**config.mk**
```make
export PLATFORM = sky130hd
export DESIGN_NAME = spi_nor_flash_command_sequencer
export DESIGN_NICKNAME = d
export VERILOG_FILES = /design/src/hdl/snfcs_pkg.sv /design/src/hdl/spi_nor_flash_command_sequencer.sv /design/src/hdl/snfcs_core.sv
export VERILOG_INCLUDE_DIRS = /design/src /design/src/hdl
export SDC_FILE = /design/constraint.sdc
export NUM_CORES = 1
export LEC_CHECK = 0
export BUFFER_PORTS_ARGS = -buffer_cell sky130_fd_sc_hd__buf_2
export CORE_MARGIN = 4
export CORE_UTILIZATION = 40
export CTS_CLUSTER_DIAMETER = 50
export DETAILED_ROUTE_END_ITERATION = 12
export HOLD_SLACK_MARGIN = 0.06
export PLACE_DENSITY = 0.55
export SYNTH_ARGS = -nofsm -noshare
export SYNTH_HDL_FRONTEND = slang
export SYNTH_HIERARCHICAL = 1
export SYNTH_SLANG_ARGS = --single-unit
```
**constraint.sdc**
```tcl
create_clock -name clk -period 8.6 [get_ports clk]
set_input_delay 1.72 -clock clk [delete_from_list [all_inputs] [get_ports clk]]
set_output_delay 1.72 -clock clk [all_outputs]
set_load 0.02 [all_outputs]
```
**src/hdl/assert_macros.svh**
```systemverilog
// ---------------------------------------------------------------------------
// Assertion macros
// Shared shorthand for the clocked checks used in the sequencer's modules.
// ---------------------------------------------------------------------------
`ifndef ASSERT_MACROS_SVH
`define ASSERT_MACROS_SVH

// The condition must hold at every clock edge outside reset.
`define ASSERT_ALWAYS(label, clk, rst, cond, msg) \
  label: assert property (@(posedge clk) disable iff (rst) (cond)) else $error(msg);

// The consequent must hold in the same cycle as the antecedent.
`define ASSERT_IMPLIES(label, clk, rst, ante, cons, msg) \
  label: assert property (@(posedge clk) disable iff (rst) (ante) |-> (cons)) else $error(msg);

// The consequent must hold in the cycle after the antecedent.
`define ASSERT_NEXT(label, clk, rst, ante, cons, msg) \
  label: assert property (@(posedge clk) disable iff (rst) (ante) |=> (cons)) else $error(msg);

`endif

```
**src/hdl/snfcs_pkg.sv**
```systemverilog
// ---------------------------------------------------------------------------
// SPI NOR command sequencer package
// Item types, command bytes, codes and flash geometry shared by the modules.
// ---------------------------------------------------------------------------
`default_nettype none

package snfcs_pkg;

  localparam int SUBSECTOR_BYTES  = 4096;
  localparam int PAGE_BYTES       = 256;
  localparam int READ_CHUNK_BYTES = 65536;

  localparam logic [31:0] SUBSECTOR_MASK = 32'(SUBSECTOR_BYTES - 1);
  localparam logic [31:0] PAGE_MASK      = 32'(PAGE_BYTES - 1);

  localparam logic [1:0] MODE_READ     = 2'd0;
  localparam logic [1:0] MODE_PROGRAM  = 2'd1;
  localparam logic [1:0] MODE_ERASE    = 2'd2;
  localparam logic [1:0] MODE_RESPONSE = 2'd3;

  localparam logic [7:0] OP_NONE = 8'h00;
  localparam logic [7:0] OP_WREN = 8'h06;
  localparam logic [7:0] OP_RDSR = 8'h05;
  localparam logic [7:0] OP_PP   = 8'h02;
  localparam logic [7:0] OP_SSE  = 8'h20;
  localparam logic [7:0] OP_READ = 8'h03;

  localparam int SR_WIP_BIT = 0;
  localparam int SR_WEL_BIT = 1;

  localparam logic [2:0] ADDR_BYTES_NONE = 3'd0;
  localparam logic [2:0] ADDR_BYTES_3    = 3'd3;
  localparam logic [2:0] ADDR_BYTES_4    = 3'd4;

  localparam logic [2:0] OUTCOME_OK          = 3'd0;
  localparam logic [2:0] OUTCOME_BAD_ERASE   = 3'd1;
  localparam logic [2:0] OUTCOME_XFER_FAILED = 3'd2;
  localparam logic [2:0] OUTCOME_NO_WEL      = 3'd3;
  localparam logic [2:0] OUTCOME_POLL_LIMIT  = 3'd4;

  localparam logic [1:0] REG_ADDRESS_MODE = 2'd0;
  localparam logic [1:0] REG_SELECT_LINE  = 2'd1;
  localparam logic [1:0] REG_POLL_LIMIT   = 2'd2;

  typedef struct packed {
    logic [1:0]  mode;
    logic [31:0] address;
    logic [31:0] length;
    logic [7:0]  status_byte;
    logic        transfer_failed;
  } request_t;

  typedef struct packed {
    logic        is_done;
    logic [7:0]  opcode;
    logic [2:0]  address_bytes;
    logic [31:0] command_address;
    logic [8:0]  write_count;
    logic [16:0] read_count;
    logic [31:0] buffer_offset;
    logic [2:0]  outcome;
  } result_t;

endpackage

`default_nettype wire

```
**src/hdl/spi_nor_flash_command_sequencer.sv**
```systemverilog
// ---------------------------------------------------------------------------
// SPI NOR flash command sequencer
// Turns read, program and erase requests into flash command descriptors.
// ---------------------------------------------------------------------------
// Requests and command responses arrive on one input channel (item_valid,
// item_stall); mode selects which it is. Each accepted request gives a first
// descriptor or an immediate completion; each response to the last descriptor
// gives the next descriptor or the completion. Items that arrive at the wrong
// time are dropped without a result.
// An accepted item is held in an input register and processed once the output
// register can take its result, which that register then presents. One item
// can be taken in every cycle while result_stall is low; the single-step
// state update sets that rate. When the receiver asserts result_stall the
// output register holds its item; the input register still takes one more
// item if it is empty, after which item_stall rises. Configuration is
// written through config_write, config_index and config_data; the user must
// write it only while the block is idle, which the block does not enforce.
// Reset clears both registers' valid flags and the sequencer state, selects
// three-byte addressing and sets the poll limit to its maximum.
// ---------------------------------------------------------------------------
`default_nettype none
`include "assert_macros.svh"

module spi_nor_flash_command_sequencer (
  input  wire logic        clk,
  input  wire logic        rst,
  input  wire logic        config_write,
  input  wire logic [1:0]  config_index,
  input  wire logic [15:0] config_data,
  input  wire logic        item_valid,
  output logic             item_stall,
  input  wire logic [1:0]  mode,
  input  wire logic [31:0] address,
  input  wire logic [31:0] length,
  input  wire logic [7:0]  status_byte,
  input  wire logic        transfer_failed,
  output logic             result_valid,
  input  wire logic        result_stall,
  output logic             is_done,
  output logic [7:0]       opcode,
  output logic [2:0]       address_bytes,
  output logic [31:0]      command_address,
  output logic [8:0]       write_count,
  output logic [16:0]      read_count,
  output logic [31:0]      buffer_offset,
  output logic [2:0]       outcome
);

  import snfcs_pkg::*;

  logic        address_mode;
  logic [15:0] poll_limit;
  logic        in_valid;
  request_t    in_item;
  result_t     out_item;
  logic        advance;
  logic        has_result;
  result_t     core_result;

  assign advance    = in_valid && (!result_valid || !result_stall);
  assign item_stall = in_valid && !advance;

  snfcs_core u_core (
    .clk          (clk),
    .rst          (rst),
    .step         (advance),
    .req          (in_item),
    .address_mode (address_mode),
    .poll_limit   (poll_limit),
    .has_result   (has_result),
    .result       (core_result)
  );

  always_ff @(posedge clk) begin
    if (rst) begin
      in_valid     <= 1'b0;
      result_valid <= 1'b0;
      address_mode <= 1'b0;
      poll_limit   <= 16'hFFFF;
    end else begin
      if (item_valid && !item_stall) begin
        in_valid <= 1'b1;
      end else if (advance) begin
        in_valid <= 1'b0;
      end
      if (advance) begin
        result_valid <= has_result;
      end else if (result_valid && !result_stall) begin
        result_valid <= 1'b0;
      end
      // The chip select takes no part in any result, so its writes are dropped.
      if (config_write) begin
        if (config_index == REG_ADDRESS_MODE) begin
          address_mode <= config_data[0];
        end else if (config_index == REG_POLL_LIMIT) begin
          poll_limit <= config_data;
        end
      end
    end
    if (item_valid && !item_stall) begin
      in_item.mode            <= mode;
      in_item.address         <= address;
      in_item.length          <= length;
      in_item.status_byte     <= status_byte;
      in_item.transfer_failed <= transfer_failed;
    end
    if (advance && has_result) begin
      out_item <= core_result;
    end
  end

  assign is_done         = out_item.is_done;
  assign opcode          = out_item.opcode;
  assign address_bytes   = out_item.address_bytes;
  assign command_address = out_item.command_address;
  assign write_count     = out_item.write_count;
  assign read_count      = out_item.read_count;
  assign buffer_offset   = out_item.buffer_offset;
  assign outcome         = out_item.outcome;

  `ASSERT_IMPLIES(a_stall_needs_held_item, clk, rst, item_stall, in_valid && result_valid && result_stall, "Input stalled without a held item behind a stalled result.")
  `ASSERT_IMPLIES(a_short_address, clk, rst, result_valid && address_bytes == ADDR_BYTES_3, command_address[31:24] == 8'h00, "Three-byte command carries a high address byte.")
  `ASSERT_IMPLIES(a_done_is_bare, clk, rst, result_valid && is_done, opcode == OP_NONE && address_bytes == ADDR_BYTES_NONE && buffer_offset == 32'd0, "Completion item carries command fields.")
  `ASSERT_IMPLIES(a_descriptor_ok, clk, rst, result_valid && !is_done, outcome == OUTCOME_OK && opcode != OP_NONE, "Descriptor item carries an outcome or no opcode.")

endmodule

`default_nettype wire

```
**src/hdl/snfcs_core.sv**
```systemverilog
// ---------------------------------------------------------------------------
// SPI NOR command sequencer core
// Holds the request state and works out the next descriptor or completion
// for one registered item in a single step.
// ---------------------------------------------------------------------------
`default_nettype none
`include "assert_macros.svh"

module snfcs_core (
  input  wire logic              clk,
  input  wire logic              rst,
  input  wire logic              step,
  input  wire snfcs_pkg::request_t req,
  input  wire logic              address_mode,
  input  wire logic [15:0]       poll_limit,
  output logic                   has_result,
  output snfcs_pkg::result_t     result
);

  import snfcs_pkg::*;

  typedef enum logic [3:0] {
    PH_IDLE,
    PH_READ,
    PH_WREN,
    PH_WEL,
    PH_OP,
    PH_POLL
  } phase_t;

  phase_t      phase, phase_next;
  logic [1:0]  operation, operation_next;
  logic [31:0] current_address, current_address_next;
  logic [31:0] bytes_left, bytes_left_next;
  logic [31:0] data_offset, data_offset_next;
  logic [16:0] chunk_bytes, chunk_bytes_next;
  logic [15:0] poll_count, poll_count_next;

  logic [31:0] chunk_address, chunk_offset, chunk_left;
  logic [31:0] sub_address, sub_left;
  logic [16:0] first_read, next_read;
  logic [31:0] page_room, page_bytes;
  logic [15:0] poll_inc;

  function automatic result_t descriptor(input logic [7:0] op, input logic addressed,
                                         input logic four_bytes, input logic [31:0] addr,
                                         input logic [8:0] wc, input logic [16:0] rc,
                                         input logic [31:0] off);
    result_t r;
    r = '0;
    r.opcode = op;
    if (addressed) begin
      r.address_bytes = four_bytes ? ADDR_BYTES_4 : ADDR_BYTES_3;
      r.command_address = four_bytes ? addr : {8'h00, addr[23:0]};
    end
    r.write_count = wc;
    r.read_count = rc;
    r.buffer_offset = off;
    return r;
  endfunction

  function automatic result_t completion(input logic [2:0] code);
    result_t r;
    r = '0;
    r.is_done = 1'b1;
    r.outcome = code;
    return r;
  endfunction

  assign chunk_address = current_address + 32'(chunk_bytes);
  assign chunk_offset  = data_offset + 32'(chunk_bytes);
  assign chunk_left    = bytes_left - 32'(chunk_bytes);
  assign sub_address   = current_address + 32'(SUBSECTOR_BYTES);
  assign sub_left      = bytes_left - 32'(SUBSECTOR_BYTES);
  assign first_read    = (req.length < 32'(READ_CHUNK_BYTES)) ? req.length[16:0]
                                                               : 17'(READ_CHUNK_BYTES);
  assign next_read     = (chunk_left < 32'(READ_CHUNK_BYTES)) ? chunk_left[16:0]
                                                               : 17'(READ_CHUNK_BYTES);
  assign page_room     = 32'(PAGE_BYTES) - (current_address & PAGE_MASK);
  assign page_bytes    = (bytes_left < page_room) ? bytes_left : page_room;
  assign poll_inc      = (poll_count != 16'hFFFF) ? poll_count + 16'd1 : poll_count;

  always_comb begin
    phase_next           = phase;
    operation_next       = operation;
    current_address_next = current_address;
    bytes_left_next      = bytes_left;
    data_offset_next     = data_offset;
    chunk_bytes_next     = chunk_bytes;
    poll_count_next      = poll_count;
    has_result           = 1'b0;
    result               = '0;
    if (req.mode != MODE_RESPONSE) begin
      if (phase == PH_IDLE) begin
        has_result           = 1'b1;
        operation_next       = req.mode;
        current_address_next = req.address;
        bytes_left_next      = req.length;
        data_offset_next     = '0;
        chunk_bytes_next     = '0;
        poll_count_next      = '0;
        if (req.mode == MODE_ERASE && (req.length & SUBSECTOR_MASK) != 32'd0) begin
          result = completion(OUTCOME_BAD_ERASE);
        end else if (req.length == 32'd0) begin
          result = completion(OUTCOME_OK);
        end else if (req.mode == MODE_READ) begin
          phase_next       = PH_READ;
          chunk_bytes_next = first_read;
          result = descriptor(OP_READ, 1'b1, address_mode, req.address, 9'd0,
                              first_read, 32'd0);
        end else begin
          phase_next = PH_WREN;
          result = descriptor(OP_WREN, 1'b0, address_mode, 32'd0, 9'd0, 17'd0, 32'd0);
        end
      end
    end else if (phase != PH_IDLE) begin
      has_result = 1'b1;
      if (req.transfer_failed) begin
        phase_next = PH_IDLE;
        result = completion(OUTCOME_XFER_FAILED);
      end else begin
        unique case (phase)
          PH_READ: begin
            current_address_next = chunk_address;
            data_offset_next     = chunk_offset;
            bytes_left_next      = chunk_left;
            if (chunk_left == 32'd0) begin
              phase_next = PH_IDLE;
              result = completion(OUTCOME_OK);
            end else begin
              chunk_bytes_next = next_read;
              result = descriptor(OP_READ, 1'b1, address_mode, chunk_address, 9'd0,
                                  next_read, chunk_offset);
            end
          end
          PH_WREN: begin
            phase_next = PH_WEL;
            result = descriptor(OP_RDSR, 1'b0, address_mode, 32'd0, 9'd0, 17'd1, 32'd0);
          end
          PH_WEL: begin
            if (!req.status_byte[SR_WEL_BIT]) begin
              phase_next = PH_IDLE;
              result = completion(OUTCOME_NO_WEL);
            end else begin
              phase_next      = PH_OP;
              poll_count_next = '0;
              if (operation == MODE_PROGRAM) begin
                chunk_bytes_next = page_bytes[16:0];
                result = descriptor(OP_PP, 1'b1, address_mode, current_address,
                                    page_bytes[8:0], 17'd0, data_offset);
              end else begin
                chunk_bytes_next = '0;
                result = descriptor(OP_SSE, 1'b1, address_mode, current_address, 9'd0,
                                    17'd0, 32'd0);
              end
            end
          end
          PH_OP: begin
            phase_next = PH_POLL;
            result = descriptor(OP_RDSR, 1'b0, address_mode, 32'd0, 9'd0, 17'd1, 32'd0);
          end
          PH_POLL: begin
            if (req.status_byte[SR_WIP_BIT]) begin
              poll_count_next = poll_inc;
              if (poll_inc >= poll_limit) begin
                phase_next = PH_IDLE;
                result = completion(OUTCOME_POLL_LIMIT);
              end else begin
                result = descriptor(OP_RDSR, 1'b0, address_mode, 32'd0, 9'd0, 17'd1,
                                    32'd0);
              end
            end else begin
              if (operation == MODE_PROGRAM) begin
                current_address_next = chunk_address;
                data_offset_next     = chunk_offset;
                bytes_left_next      = chunk_left;
              end else begin
                current_address_next = sub_address;
                bytes_left_next      = sub_left;
              end
              if (bytes_left_next == 32'd0) begin
                phase_next = PH_IDLE;
                result = completion(OUTCOME_OK);
              end else begin
                phase_next = PH_WREN;
                result = descriptor(OP_WREN, 1'b0, address_mode, 32'd0, 9'd0, 17'd0,
                                    32'd0);
              end
            end
          end
          default: begin
            has_result = 1'b0;
            phase_next = PH_IDLE;
          end
        endcase
      end
    end
  end

  always_ff @(posedge clk) begin
    if (rst) begin
      phase           <= PH_IDLE;
      operation       <= '0;
      current_address <= '0;
      bytes_left      <= '0;
      data_offset     <= '0;
      chunk_bytes     <= '0;
      poll_count      <= '0;
    end else if (step) begin
      phase           <= phase_next;
      operation       <= operation_next;
      current_address <= current_address_next;
      bytes_left      <= bytes_left_next;
      data_offset     <= data_offset_next;
      chunk_bytes     <= chunk_bytes_next;
      poll_count      <= poll_count_next;
    end
  end

  `ASSERT_NEXT(a_done_goes_idle, clk, rst, step && has_result && result.is_done, phase == PH_IDLE, "A completion did not return the sequencer to idle.")
  `ASSERT_IMPLIES(a_idle_response_dropped, clk, rst, step && phase == PH_IDLE && req.mode == MODE_RESPONSE, !has_result, "A response while idle produced a result.")
  `ASSERT_IMPLIES(a_busy_request_dropped, clk, rst, step && phase != PH_IDLE && req.mode != MODE_RESPONSE, !has_result, "A request while busy produced a result.")

endmodule

`default_nettype wire
```
==> results.py <==
metrics = {
    "setup_path": {
        "worstSetupEndpointType": "register",
        "cp-start-kind": "register",
        "cp_data_required_time_ps": 8940,
        "r2r.worst_path.cells": 15,
        "critical_path_class": "register to register",
        "crit_arrival_ps": 5960,
        "critPathMaxFanout": 29,
    },
    "sta": {
        "fin_crit_ps": 5620,
        "max_slew_margin_pct": 15.5,
        "fin_ws_ps": 2980,
        "hold_viol": 0,
        "fmax_mhz": 178,
        "grt_setup_unrepaired": "false",
        "fin_crit_sh_pct": 65.3,
        "setup_viol": 0,
        "fin_worst_skew_ps": 36.3,
        "tightest_slew_ps": 1260,
        "tns_ps": 0,
        "slew_violations": 0,
    },
    "logic_synthesis": {
        "synth_area_per_cell_um2": 8.92,
        "syn_inst": 2177,
        "netlist_area_mm2": 0.0194,
        "ys.warnings.count": 6,
    },
    "floorplan": {
        "initial_core_util_pct": 40.6,
        "coreArea_mm2": 0.0478,
        "die_w_um": 228,
        "io_pins": 205,
        "die_h_um": 228,
        "rows": 80,
        "die_area_mm2": 0.0522,
    },
    "drt": {
        "finalWirelength_um": 65600,
        "vias": 18000,
        "via_per_inst": 6.10,
        "drc": 0,
        "drtAntennaViolNets": 0,
        "drtPass1Iterations": 8,
        "drtIter0Drc": 1848,
        "drt-wirelength-per-cell_um": 22.2,
    },
    "cts": {
        "holdBufCountCts": 0,
        "path_clk_slew_ps": 60,
        "root_buffer": "clkbuf_16",
        "htreeDepth": 2,
        "post_cts_buffers": 0,
        "clock_sinks": 327,
        "cts_resized": 0,
        "cts_tree": "done",
        "insertion_delay_ps": 580,
        "cts_max_path_buffers": 3,
        "numCtsBuffers": 46,
    },
    "placed_design": {
        "numPortBuffers": 198,
        "dpl_worst_slack_ps": 3150,
        "place_hpwl_um": 46100,
        "gp_congestion": 0.920,
    },
    "power_and_ir_drop": {
        "p_leak_nw": 8.86,
        "power_density_mw_per_mm2": 224,
        "peakVddDrop_v": 0.000158,
    },
    "cells_and_area": {
        "areaGrowthSynthToFinish_pct": 15.5,
        "antenna_cells": 0,
        "nNetsFinal": 2488,
        "post_route_cells_drive_above_1_share_pct": 14.3,
    },
    "outcome": {
        "status": "finished clean",
    },
    "grt": {
        "grt_pass1_wl_um": 101000,
        "grt_max_degree": 78,
        "first_global_vias": 17200,
        "grt_overflow": 0,
        "antenna_found_initial": 0,
        "grt_usage_pct": 24.1,
    },
    "flow_run": {
        "maxCapViolations": 0,
    },
    "hold_path": {
        "min_path_cells": 2,
        "hold_class": "register to register",
    },
}
-- layout by cell type (no fill, tap or decap), drive strengths merged, types with 28 or more instances in the layout --
| master | n |
|---|---|
| nor2 | 271 |
| buf | 224 |
| edfxtp | 174 |
| nand2 | 162 |
| dfxtp | 153 |
| a21oi | 142 |
| o21ai | 124 |
| inv | 98 |
| ha | 81 |
| nor3 | 77 |
| nand3 | 62 |
| a211oi | 62 |
| xnor2 | 54 |
| clkbuf | 52 |
| a21o | 41 |
| a22oi | 40 |
| o22ai | 31 |
| nor4 | 30 |
| a22o | 29 |
| xor2 | 28 |
-- final timing paths --
kind	startpoint	endpoint	slack, ps
setup / recovery	u_core/bytes_left[0]$_SDFFE_PP0P_	read_count[6]$_DFFE_PP_	2980
hold reg to reg	u_core/operation[0]$_SDFFE_PP0P_	u_core/operation[0]$_SDFFE_PP0P_	470
hold / removal	u_core/operation[0]$_SDFFE_PP0P_	u_core/operation[0]$_SDFFE_PP0P_	470
setup reg to reg	u_core/bytes_left[0]$_SDFFE_PP0P_	read_count[6]$_DFFE_PP_	2980
-- routing by layer --
| metal | track usage [%] | vias up | part of all wire (%) |
|---|---|---|---|
| li1 | - | 8441 | - |
| met1 | 33.7 | 8634 | 45 |
| met2 | 36.5 | 842 | 43 |
| met5 | 0 | - | 0 |
| met4 | 9.55 | 0 | 3.8 |
| met3 | 5.01 | 132 | 8.4 |
-- flip-flops by register name, indices dropped and copies added (netlist names) --
signal / cells
in_item: 69
in_valid: 1
address_mode: 1
result_valid: 1
outcome: 3
u_core/data_offset: 32
write_count: 9
u_core/chunk_bytes: 17
buffer_offset: 32
is_done: 1
command_address: 32
u_core/current_address: 32
poll_limit: 16
read_count: 17
u_core/phase: 3
u_core/bytes_left: 32
opcode: 8
u_core/operation: 2
address_bytes: 3
u_core/poll_count: 16
-- critical path, stage by stage (launching register included) --
cell and delay [ps]:
dfxtp_1 400, inv_1 70, ha_1 230, fa_1 440, nor2b_1 250, o2111ai_1 220, a21o_1 280, a211oi_1 490
nor3_1 170, nor4_1 310, nand4b_1 350, o31ai_4 930, or2_2 680, nor3_1 100, buf_4 230, a22o_1 200
-- power by group --
part           internal, mW  total [mW]  switching [mW]
logic                 0.408        1.22           0.812
registers              1.74        1.84           0.106
clock network          1.21        1.97           0.763
-- metrics by stage --
step,std cells,cell area [um2],hold slack (ps),total power [mW],utilization (%)
6_report,2958,22400,468,5.03,46.9
4_1_cts,2958,22400,471,5.06,46.9
3_5_place_dp,2873,20800,465,3.07,43.6
3_3_place_gp,2873,20800,453,3.06,43.6
5_1_grt,2958,22400,502,5.28,46.9
2_1_floorplan,2180,19400,445,2.69,-
-- layout make-up --
class,count,area [um2]
fillers,4669,25400
multi-input cells,1619,10300
flip-flops and latches,327,8290
clock buffers,52,1200
repair buffers,224,1190
well taps,615,769
clock inverters,33,390
inverters,88,330
No activity file was read; power rests on OpenSTA's default activity.
